**src/rtl/npp_pkg.sv**
```systemverilog
// Package with the shared constants, types and codes of the nearest pending point picker.
package npp_pkg;

  localparam int POINT_SLOTS = 32;
  localparam int SLOT_W      = (POINT_SLOTS > 1) ? $clog2(POINT_SLOTS) : 1;
  localparam int CNT_W       = $clog2(POINT_SLOTS + 1);
  localparam int COORD_W     = 7;
  localparam int GOAL_Y_W    = 8;
  localparam int IDX_W       = 5;
  localparam int COUNT_W     = 6;
  localparam int SQ_W        = 14;
  localparam int DIST_W      = 16;

  localparam logic [DIST_W-1:0]   DIST_LIMIT = 16'd50000;
  localparam logic [GOAL_Y_W-1:0] Y_OFFSET   = 8'd1;

  typedef enum logic [2:0] {
    OUT_PICKED = 3'd0,
    OUT_HOME   = 3'd1,
    OUT_NONE   = 3'd2,
    OUT_LOADED = 3'd3,
    OUT_ABOVE  = 3'd4
  } npp_outcome_t;

  typedef enum logic {
    CMD_LOAD = 1'b0,
    CMD_PICK = 1'b1
  } npp_cmd_t;

  typedef enum logic [1:0] {
    ST_IDLE,
    ST_SCAN,
    ST_EMIT
  } npp_state_t;

  typedef struct packed {
    logic                       done;
    logic                       hit;
    logic [SLOT_W-1:0]          idx;
    logic signed [COORD_W-1:0]  x;
    logic signed [COORD_W-1:0]  y;
  } npp_scan_res_t;

endpackage

```
**src/rtl/npp_point_ram.sv**
```systemverilog
// Simple dual-port synchronous RAM with a registered read port.
module npp_point_ram #(
  parameter int DEPTH = 32,
  parameter int WIDTH = 14
) (
  input  logic                            clk,
  input  logic                            we,
  input  logic [$clog2(DEPTH)-1:0]        waddr,
  input  logic [WIDTH-1:0]                wdata,
  input  logic                            re,
  input  logic [$clog2(DEPTH)-1:0]        raddr,
  output logic [WIDTH-1:0]                rdata
);

  logic [WIDTH-1:0] mem [DEPTH];

  always_ff @(posedge clk) begin
    if (we) begin
      mem[waddr] <= wdata;
    end
  end

  always_ff @(posedge clk) begin
    if (re) begin
      rdata <= mem[raddr];
    end
  end

endmodule

```
**src/rtl/npp_scan.sv**
```systemverilog
// Pipelined scan over the point store that finds the nearest pending point.
module npp_scan
  import npp_pkg::*;
(
  input  logic                       clk,
  input  logic                       rst,
  input  logic                       start,
  input  logic signed [COORD_W-1:0]  car_x,
  input  logic signed [COORD_W-1:0]  car_y,
  output logic                       rd_en,
  output logic [SLOT_W-1:0]          rd_addr,
  input  logic signed [COORD_W-1:0]  rd_x,
  input  logic signed [COORD_W-1:0]  rd_y,
  input  logic                       rd_pend,
  output npp_scan_res_t              res
);

  logic                      busy;
  logic [CNT_W-1:0]          cnt;
  logic                      issue_last;
  logic signed [COORD_W-1:0] cx;
  logic signed [COORD_W-1:0] cy;

  logic                      v1;
  logic                      last1;
  logic [SLOT_W-1:0]         idx1;

  logic                      v2;
  logic                      last2;
  logic                      pend2;
  logic [SLOT_W-1:0]         idx2;
  logic signed [COORD_W-1:0] x2;
  logic signed [COORD_W-1:0] y2;
  logic signed [7:0]         dx2;
  logic signed [7:0]         dy2;

  logic                      v3;
  logic                      last3;
  logic                      pend3;
  logic [SLOT_W-1:0]         idx3;
  logic signed [COORD_W-1:0] x3;
  logic signed [COORD_W-1:0] y3;
  logic [SQ_W-1:0]           sqx3;
  logic [SQ_W-1:0]           sqy3;

  logic signed [15:0]        prod_x;
  logic signed [15:0]        prod_y;
  logic [DIST_W-1:0]         sq_dist;
  logic [DIST_W-1:0]         best;
  logic                      better;

  assign rd_en      = busy;
  assign rd_addr    = cnt[SLOT_W-1:0];
  assign issue_last = (cnt == CNT_W'(POINT_SLOTS - 1));

  assign prod_x  = dx2 * dx2;
  assign prod_y  = dy2 * dy2;
  assign sq_dist = DIST_W'(sqx3) + DIST_W'(sqy3);
  assign better  = v3 && pend3 && (sq_dist < best);

  always_ff @(posedge clk) begin
    if (rst) begin
      busy     <= 1'b0;
      cnt      <= '0;
      v1       <= 1'b0;
      v2       <= 1'b0;
      v3       <= 1'b0;
      res.done <= 1'b0;
    end else begin
      res.done <= v3 && last3;
      v1       <= busy;
      v2       <= v1;
      v3       <= v2;
      if (start) begin
        busy <= 1'b1;
        cnt  <= '0;
      end else if (busy) begin
        cnt <= cnt + CNT_W'(1);
        if (issue_last) begin
          busy <= 1'b0;
        end
      end
      if (start) begin
        res.hit <= 1'b0;
        res.idx <= '0;
        res.x   <= '0;
        res.y   <= '0;
      end else if (better) begin
        res.hit <= 1'b1;
        res.idx <= idx3;
        res.x   <= x3;
        res.y   <= y3;
      end
    end
  end

  always_ff @(posedge clk) begin
    if (start) begin
      cx   <= car_x;
      cy   <= car_y;
      best <= DIST_LIMIT;
    end else if (better) begin
      best <= sq_dist;
    end
    last1 <= issue_last;
    idx1  <= rd_addr;
    last2 <= last1;
    idx2  <= idx1;
    pend2 <= rd_pend;
    x2    <= rd_x;
    y2    <= rd_y;
    dx2   <= 8'(rd_x) - 8'(cx);
    dy2   <= 8'(rd_y) - 8'(cy);
    last3 <= last2;
    idx3  <= idx2;
    pend3 <= pend2;
    x3    <= x2;
    y3    <= y2;
    sqx3  <= prod_x[SQ_W-1:0];
    sqy3  <= prod_y[SQ_W-1:0];
  end

endmodule

```
**src/rtl/nearest_pending_point_picker_core.sv**
```systemverilog
// Top level of the nearest pending point picker: command control, marks and result register.
// A load writes its entry and then emits its result; a pick that scans steps through
// the point store one entry per cycle and feeds each entry through the three-stage
// distance pipeline; other picks emit their result without a scan.
// One command is worked on at a time, so a new transfer is taken only in the idle state.
// Reset clears the pending marks, the target count and all control state; the point
// store is not cleared and needs no pass.
module nearest_pending_point_picker_core
  import npp_pkg::*;
(
  input  logic                clk,
  input  logic                rst,
  input  logic                s_axis_tvalid,
  output logic                s_axis_tready,
  // entry_index, entry_x, entry_y, entry_pending, car_x, car_y, found_count
  input  logic [39:0]         s_axis_tdata,
  // command
  input  logic [0:0]          s_axis_tuser,
  output logic                m_axis_tvalid,
  input  logic                m_axis_tready,
  // goal_x, goal_y, chosen_index, zero padding
  output logic [23:0]         m_axis_tdata,
  // outcome
  output logic [2:0]          m_axis_tuser,
  input  logic                cfg_wen,
  input  logic [COUNT_W-1:0]  cfg_wdata
);

  npp_state_t state;
  npp_state_t state_next;

  logic [COUNT_W-1:0]         target_count;
  logic [POINT_SLOTS-1:0]     marks;

  logic [IDX_W-1:0]           entry_index;
  logic signed [COORD_W-1:0]  entry_x;
  logic signed [COORD_W-1:0]  entry_y;
  logic                       entry_pending;
  logic signed [COORD_W-1:0]  car_x;
  logic signed [COORD_W-1:0]  car_y;
  logic [COUNT_W-1:0]         found_count;
  npp_cmd_t                   command;

  logic                       accept;
  logic                       load_we;
  logic                       scan_start;
  logic                       out_load;
  logic                       load_in_range;

  logic                       rd_en;
  logic [SLOT_W-1:0]          rd_addr;
  logic [2*COORD_W-1:0]       rd_data;
  logic                       rd_pend;
  npp_scan_res_t              scan_res;

  logic signed [COORD_W-1:0]  res_x;
  logic signed [GOAL_Y_W-1:0] res_y;
  logic [IDX_W-1:0]           res_idx;
  npp_outcome_t               res_outcome;

  logic signed [COORD_W-1:0]  out_x;
  logic signed [GOAL_Y_W-1:0] out_y;
  logic [IDX_W-1:0]           out_idx;
  npp_outcome_t               out_outcome;
  logic                       out_valid;

  assign entry_index   = s_axis_tdata[4:0];
  assign entry_x       = s_axis_tdata[11:5];
  assign entry_y       = s_axis_tdata[18:12];
  assign entry_pending = s_axis_tdata[19];
  assign car_x         = s_axis_tdata[26:20];
  assign car_y         = s_axis_tdata[33:27];
  assign found_count   = s_axis_tdata[39:34];
  assign command       = npp_cmd_t'(s_axis_tuser[0]);

  assign accept        = s_axis_tvalid && s_axis_tready;
  assign load_in_range = (32'(entry_index) < POINT_SLOTS);

  assign m_axis_tvalid = out_valid;
  assign m_axis_tdata  = {4'b0000, out_idx, out_y, out_x};
  assign m_axis_tuser  = out_outcome;

  npp_point_ram #(
    .DEPTH (POINT_SLOTS),
    .WIDTH (2 * COORD_W)
  ) u_point_ram (
    .clk   (clk),
    .we    (load_we),
    .waddr (SLOT_W'(entry_index)),
    .wdata ({entry_y, entry_x}),
    .re    (rd_en),
    .raddr (rd_addr),
    .rdata (rd_data)
  );

  npp_scan u_scan (
    .clk     (clk),
    .rst     (rst),
    .start   (scan_start),
    .car_x   (car_x),
    .car_y   (car_y),
    .rd_en   (rd_en),
    .rd_addr (rd_addr),
    .rd_x    (rd_data[COORD_W-1:0]),
    .rd_y    (rd_data[2*COORD_W-1:COORD_W]),
    .rd_pend (rd_pend),
    .res     (scan_res)
  );

  always_comb begin
    state_next    = state;
    s_axis_tready = 1'b0;
    load_we       = 1'b0;
    scan_start    = 1'b0;
    out_load      = 1'b0;
    case (state)
      ST_IDLE: begin
        s_axis_tready = 1'b1;
        if (s_axis_tvalid) begin
          if (command == CMD_LOAD) begin
            load_we    = load_in_range;
            state_next = ST_EMIT;
          end else if (found_count < target_count) begin
            scan_start = 1'b1;
            state_next = ST_SCAN;
          end else begin
            state_next = ST_EMIT;
          end
        end
      end
      ST_SCAN: begin
        if (scan_res.done) begin
          state_next = ST_EMIT;
        end
      end
      ST_EMIT: begin
        if (!out_valid || m_axis_tready) begin
          out_load   = 1'b1;
          state_next = ST_IDLE;
        end
      end
      default: begin
        state_next = ST_IDLE;
      end
    endcase
  end

  always_ff @(posedge clk) begin
    if (rst) begin
      state <= ST_IDLE;
    end else begin
      state <= state_next;
    end
  end

  always_ff @(posedge clk) begin
    if (rst) begin
      target_count <= '0;
    end else if (cfg_wen) begin
      target_count <= cfg_wdata;
    end
  end

  always_ff @(posedge clk) begin
    if (rst) begin
      marks <= '0;
    end else if (load_we) begin
      marks[SLOT_W'(entry_index)] <= entry_pending;
    end else if (state == ST_SCAN && scan_res.done && scan_res.hit) begin
      marks[scan_res.idx] <= 1'b0;
    end
  end

  always_ff @(posedge clk) begin
    if (rd_en) begin
      rd_pend <= marks[rd_addr];
    end
  end

  always_ff @(posedge clk) begin
    if (accept) begin
      res_x   <= '0;
      res_y   <= '0;
      res_idx <= '0;
      if (command == CMD_LOAD) begin
        res_outcome <= OUT_LOADED;
      end else if (found_count == target_count) begin
        res_outcome <= OUT_HOME;
      end else begin
        res_outcome <= OUT_ABOVE;
      end
    end else if (state == ST_SCAN && scan_res.done) begin
      if (scan_res.hit) begin
        res_x       <= scan_res.x;
        res_y       <= GOAL_Y_W'(scan_res.y) - Y_OFFSET;
        res_idx     <= IDX_W'(scan_res.idx);
        res_outcome <= OUT_PICKED;
      end else begin
        res_x       <= '0;
        res_y       <= '0;
        res_idx     <= '0;
        res_outcome <= OUT_NONE;
      end
    end
  end

  always_ff @(posedge clk) begin
    if (rst) begin
      out_valid <= 1'b0;
    end else if (out_load) begin
      out_valid <= 1'b1;
    end else if (m_axis_tready) begin
      out_valid <= 1'b0;
    end
  end

  always_ff @(posedge clk) begin
    if (out_load) begin
      out_x       <= res_x;
      out_y       <= res_y;
      out_idx     <= res_idx;
      out_outcome <= res_outcome;
    end
  end

endmodule
```
**config.mk**
```make
export PLATFORM = sky130hd
export DESIGN_NAME = nearest_pending_point_picker_core
export DESIGN_NICKNAME = d
export VERILOG_FILES = /design/src/rtl/npp_pkg.sv /design/src/rtl/npp_point_ram.sv /design/src/rtl/npp_scan.sv /design/src/rtl/nearest_pending_point_picker_core.sv
export SDC_FILE = /design/constraint.sdc
export NUM_CORES = 1
export LEC_CHECK = 0
export ABC_AREA = 1
export ABC_CLOCK_PERIOD_IN_PS = 6150
export BUFFER_PORTS_ARGS = -buffer_cell sky130_fd_sc_hd__buf_2
export CORE_UTILIZATION = 65
export DETAILED_ROUTE_END_ITERATION = 7
export PLACE_DENSITY = 0.79
export RECOVER_POWER = 100
export SETUP_SLACK_MARGIN = 0.2
export SLEW_MARGIN = 25
export SYNTH_ARGS = -nofsm -noshare
export SYNTH_HDL_FRONTEND = slang
export SYNTH_SLANG_ARGS = --single-unit
```
**constraint.sdc**
```tcl
create_clock -name clk -period 6.15 [get_ports clk]
set_clock_uncertainty 0.1 [all_clocks]
set_input_delay 0.9225 -clock clk [delete_from_list [all_inputs] [get_ports clk]]
set_output_delay 0.9225 -clock clk [all_outputs]
set_load 0.02 [all_outputs]
```
==> impl_results.md, run 1 <==
* Worst-path cell chain: inv_1, clkbuf_1, o22ai_1, nand2_1, nand3_1, o21ai_0, inv_1
* Vias/cell at ~6.0
* Critical path type: reg2reg
* Cell Area, Synth at ~32000 µm²
* Worst skew pair latency at a little over 600 ps
* Critical path startpoint category: flip-flop
* Vias at 22000
* Design Power at between 10 and 15 mW
* Critical path's largest stage delay at approximately 2100 ps
* Post-Syn Instances at approximately 2900
* Synth warn at 0
* Row count at 80
* Relative slew slack at -0.953
* CTS Sinks at 701
* Hold Path Class: reg2reg
* Share of cells above drive strength 1 at 0.0512
* Worst hold stages at 0
* Mean post-synth cell area at between 10 and 15 µm²
* Avg WL per Cell at between 20 and 25 µm
* Commonest cells in the netlist: 523 x edfxtp_1, 416 x nand2_1, 374 x nor2_1, 338 x inv_1, 297 x o21ai_0
* Ys flop type: edfxtp_1
* Number of global-route vias before repair at around 21000
* Final setup viols at 0
* Peak supply drop at 0.333 mV
* Worst-margin pin slew at 2930 ps
* Io pins at between 80 and 90
* # nets final at about 3200
* Most frequent cell after synthesis: edfxtp_1
* Power Density at 403 nW/µm²
* Final Cycle Share at 0.853
* Detailed Routing Iterations Pass 1 at 6
* DRC at 0
* Failing checks: max-capacitance violations, max-slew violations
* Crit Path Max Fanout at 58
* Stages on worst setup path at 7
* Post-synth ARST share at 0
* CP max stage cell: clkbuf_1
* Ranking of synthesized cells by area: edfxtp_1 50%, dfxtp_1 11%, nand2_1 4.9%
* Seq/Total Area, Yosys at 0.609
* Clk buf depth at 3
* Final cell count without fillers at about 3700
* Max_cap viols at 22
* DIE HEIGHT at approximately 220 µm
* H-Tree Depth at 3
* First-pass GRT wire length at ~120000 µm
* Hold buffer count at cts at 0
* Slew Viols, Final at between 500 and 600
* Post-synth EDFFs at about 520
* GRT Overall Usage at 0.307
* Clk slew on worst S/H paths at roughly 60 ps
* Post-synth top area share at 0.497
* CP most frequent cell: inv_1
* 1st-iter DRT viols at about 2800
* Synth unique cells at 44
* Initial Util at 0.661
* Status: finished, violations left
* Routed WL at about 75000 µm
* Fmax at roughly 190 MHz
* CTS buffer count at between 70 and 80
* CP bufs+invs at 3
* Hold Vio Cnt, Final at 0
* Largest net degree at the start of global routing at approximately 90
* Die X at ~220 µm
* Top Family by Delay on Critical Path: buffers and inverters
* Port Buffer Count at 76
* Die ar. at ~50000 µm²
* Tmin final at ~5200 ps
* GP Congestion at approximately 0.89
* Setup TNS at 0 ps
* Core Region at around 48000 µm²
* Post-DRT Antenna Nets at 0
* Post-CTS Resized at 0
* Synthesized flop and latch total at between 700 and 800
* Required time of the critical path at around 6400 ps
* HPWL reported at the end of detailed placement at between 40000 and 50000 µm
* Hold Worst Slack at around 220 ps
* Crit path capture type: flip-flop
* Area leader, netlist: edfxtp_1
* TritonCTS clock tree: done
* CP Data Arrival Time at about 5500 ps
* P&R area growth vs syn at 8.69%
* Setup Fix Bufs, Post-CTS at 0
* Post-Place Cells at 3533
* Initial antenna violation count at 2
* RSZ-0062 raised after global routing: no
* Leakage at approximately 14 nW
* CTS root buffer: clkbuf_16
* R2R depth at 7
* Total gr overflow at 0
[area by class of cell]
class	instances	area (µm²)
Sequential cell	701	19300
Fill cell	3326	13500
Multi-Input combinational cell	1761	10300
Clock buffer	99	1980
Inverter	344	1300
Tap cell	615	769
Timing Repair Buffer	112	489
Clock inverter	29	267
Antenna cell	2	5.00
[power breakdown]
| group | switching (mW) | internal (mW) |
|---|---|---|
| clock network | 1.77 | 2.42 |
| registers | 0.141 | 5.29 |
| logic | 2.60 | 1.62 |
[registers in the layout, indices dropped and copies added, names as in the netlist, 13 cells and up]
signal / count
u_point_ram.mem: 448
marks: 32
u_point_ram.rdata: 14
u_scan.res: 21
u_scan.best: 16
u_scan.sqx3: 13
u_scan.sqy3: 13
[cell usage in the layout, fill, tap and decap left out, types with 4 or more instances in the layout]
cell,count
nor2_2,5
nand2_1,415
buf_4,8
edfxtp_1,523
dfxtp_1,176
clkinv_1,11
bufinv_16,4
nor2_1,385
fa_1,76
o21ai_0,316
buf_2,30
o21ai_1,11
clkbuf_1,94
o22ai_1,59
clkinvlp_4,4
nand4_1,31
conb_1,4
clkbuf_16,74
a22o_1,7
o211ai_1,55
o21bai_1,9
xnor2_1,19
or2_2,6
nor3_1,8
nand3_1,87
ha_1,97
clkinv_2,8
o221ai_1,8
inv_1,340
xor2_1,39
a21oi_1,106
[per-stage QoR]
stage               utilization  setup slack (ps)  instance area, µm²
floorplan                     -              2110               31600
global placement          0.677              1880               32400
detailed placement        0.678              1810               32400
CTS                       0.724              1810               34700
global route              0.718               715               34400
finish                    0.718               907               34400
[layer usage]
metal	wire, µm	GRT usage	vias to the layer above
met3	7270	0.0579	178
met5	0	0	-
li1	-	-	10100
met1	29600	0.421	10700
met4	2420	0.113	0
met2	35600	0.491	1103
[worst paths after layout]
path	from	end	slack, ps
worst max-delay path	u_scan.cnt[1]	u_point_ram.rdata[11]	910
worst min-delay path	u_scan.idx2[2]	u_scan.idx3[2]	220
worst max register to register	u_scan.cnt[1]	u_point_ram.rdata[11]	910
worst min register to register	u_scan.idx2[2]	u_scan.idx3[2]	220
[logic make-up (layout without fill, tap and decap cells)]
family | after synthesis | after routing | synth area share
other | 1 | 6 | 0.000119
AO/OA/AOI/OAI | 581 | 581 | 0.102
AND/OR/NAND/NOR | 945 | 945 | 0.124
buffers and inverters | 487 | 584 | 0.0624
adder cells (fa/ha/maj) | 173 | 173 | 0.0865
XOR/XNOR | 58 | 58 | 0.0161
flip-flops | 701 | 701 | 0.609
[worst register-to-register path, stage by stage (launching register included)]
cell      delay (ps)
dfxtp_1          800
inv_1            620
clkbuf_1        2120
o22ai_1          370
nand2_1          160
nand3_1          120
o21ai_0          590
inv_1             90
(Power assumes the default switching activity.)
==> run 2, diff against run 1 <==
REMOVE_ABC_BUFFERS = 1   (was not set)
==> impl_results.md, run 2 (same netlist as run 1, synthesis figures left out) <==
* Status: finished, violations left
* Failing checks: max-capacitance violations, max-slew violations
* R2R depth at 8 (+1)
* Crit Path Max Fanout at 61 (+5.2%)
* GRT Overall Usage at 0.299 (-0.00829)
* Fmax at 202 MHz (+6.1%)
* Most common cell after layout, fill and taps aside: edfxtp_1
* Post-Place Cells at 3530 (-0.085%)
* Worst-path cell chain: clkbuf_1, buf_4, o21ai_0, o211ai_1, nand3_1, nand4_1, o21ai_0, inv_1
* Relative slew slack at -0.967 (-0.0145)
* Post-DRT Antenna Nets at 0 (unchanged)
* Hold Vio Cnt, Final at 0 (unchanged)
* 1st-iter DRT viols at 2401 (-14%)
* Port Buffer Count at 76 (unchanged)
* Detailed Routing Iterations Pass 1 at 5 (-1)
* Total gr overflow at 0 (unchanged)
* Sw frac at 0.325 (about the same)
* Area of the multi-input gates at 10300 µm² (about the same)
* Initial antenna violation count at 0 (-2)
* RSZ-0062 raised after global routing: no
* CTS Sinks at 701 (unchanged)
* # nets final at 3212 (-0.16%)
* Peak supply drop at 0.356 mV (+7.0%)
* CP bufs+invs at 3 (unchanged)
* Most frequent cells in the layout: 523 x edfxtp_1, 415 x nand2_1, 390 x nor2_1
* P&R area growth vs syn at 8.95%
* RR Startpoint: u_scan.cnt[0]
* Min-delay src: u_scan.last2
* Hold Path Class: reg2reg
* P_sw at 4.57 mW (+1.4%)
* Critical path type: reg2reg
* Die X at 223 µm (unchanged)
* Final Cell Area at 34400 µm² (+0.24%)
* Io pins at 81 (unchanged)
* Slew Viols, Final at 431 (-22%)
* GP Congestion at 0.924 (+3.3%)
* Critical path startpoint category: flip-flop
* Max FFs per register at 448 (unchanged)
* Tmin final at 4940 ps (-301 ps)
* Critical path's largest stage delay at 2120 ps (about the same)
* Vias at 21800 (-0.92%)
* Final Cycle Share at 0.804 (-0.0490)
* Crit path capture type: flip-flop
* Final setup viols at 0 (unchanged)
* Clk buf depth at 3 (unchanged)
* Vias/cell at 5.96 (-0.76%)
* Clk network pwr share at 0.307 (+0.004)
* Largest net degree at the start of global routing at 121 (+32%)
* Hold buffer count at cts at 0 (unchanged)
* Final core occ at 0.720 (+0.00170)
* Hold Worst Slack at 222 ps (+0.206 ps)
* Placed inst area at 32400 µm² (about the same)
* Fillers at 3293 (-0.99%)
* HPWL reported at the end of detailed placement at 45800 µm (-0.33%)
* Pint at 9.47 mW (+1.4%)
* CP most frequent cell: o21ai_0
* Row count at 80 (unchanged)
* Clk slew on worst S/H paths at 60 ps (about the same)
* Max_cap viols at 18 (-18%)
* Power Density at 407 nW/µm² (+1.2%)
* Stages on worst setup path at 8 (+1)
* Top Family by Delay on Critical Path: buffers and inverters
* H-Tree Depth at 3 (unchanged)
* Routed WL at 73100 µm (-2.4%)
* Ant diodes at 0 (-2)
* Worst r2r dst: u_point_ram.rdata[11]
* Avg WL per Cell at 20.0 µm (-2.2%)
* CTS root buffer: clkbuf_16
* CP Data Arrival Time at 5300 ps (-180 ps)
* DIE HEIGHT at 223 µm (unchanged)
* Sequential power share at 0.387 (-0.006)
* TritonCTS clock tree: done
* Initial Util at 0.661 (unchanged)
* Design Power at 14.0 mW (+1.4%)
* Worst-margin pin slew at 2950 ps (+21.7 ps)
* Number of global-route vias before repair at 21700 (+1.2%)
* Worst skew pair latency at 610 ps (about the same)
* Final cell count without fillers at 3657 (-0.16%)
* Required time of the critical path at 6510 ps (+130 ps)
* Setup Fix Bufs, Post-CTS at 0 (unchanged)
* Crit path launch: u_scan.cnt[0]
* Reg2reg setup slack at 1210 ps (+300 ps)
* Post-CTS Resized at 0 (unchanged)
* First-pass GRT wire length at 114000 µm (-1.8%)
* Core Region at 47800 µm² (unchanged)
* CTS buffer count at 70 (-2.8%)
* DRC at 0 (unchanged)
* Critical path capture point: u_point_ram.rdata[11]
* CP max stage cell: clkbuf_1
* Share of cells above drive strength 1 at 0.0536 (+0.00237)
* Top reg by flops: u_point_ram.mem
* Die ar. at 49500 µm² (unchanged)
* Combinational Power Share at 0.306 (about the same)
* Register area at 19300 µm² (unchanged)
* Biggest regs: u_point_ram.mem (448), marks (32), u_scan.res (21)
* Leakage at 13.6 nW (+0.54%)
-- run 2: cell count changes in the layout (fill, tap and decap cells not counted), moves of 3 or more --
cell	previous run	this run
clkbuf_1	94	77
buf_2	30	35
nor2_1	385	390
nor2_2	5	0
bufinv_16	4	8
o21ai_0	316	319
o21ai_1	11	8
-- run 2: metrics by stage --
stage	TNS (ps)	setup WS [ps]
after floorplan	-29950	-1930
after global placement	0	1950
after detailed placement	0	1810
after CTS	0	1800
after global routing	0	977
final	0	1210
-- run 2: worst min-delay path by stage --
stage                           endpoint  slack, ps  cells past startpoint
final                       u_scan.last3        220                      0
after global routing        u_scan.x3[0]        230                      0
after CTS                 u_scan.idx2[2]        230                      0
after detailed placement  u_scan.idx2[2]        210                      0
after global placement    u_scan.idx3[4]        210                      0
after floorplan           u_scan.idx2[0]        210                      0
-- run 2: worst register-to-register path, cell delays in order (launching register included) --
cell	delay, ps
dfxtp_4	630
clkbuf_1	2140
buf_4	800
o21ai_0	260
o211ai_1	230
nand3_1	200
nand4_1	160
o21ai_0	180
inv_1	110
-- run 2: layout make-up --
type,count,share of cell area
Multi-Input combinational cell,1761,0.298
Clock inverter,38,0.0121
Inverter,344,0.0376
Timing Repair Buffer,109,0.0146
Clock buffer,89,0.0553
Tap cell,615,0.0223
Sequential cell,701,0.560
-- run 2: layer usage --
layer | track usage | part of all wire
met1 | 0.395 | 0.39
met2 | 0.483 | 0.48
met3 | 0.0493 | 0.084
met4 | 0.144 | 0.044
met5 | 0 | 0
-- run 2: power by group through the flow --
stage	combinational, mW	sequential [mW]	clock [mW]
after floorplan	3.26	5.50	0
after global placement	4.05	5.52	0
after detailed placement	4.27	5.52	0
after CTS	4.32	5.42	4.34
after global routing	4.95	5.44	4.51
final	4.30	5.43	4.31
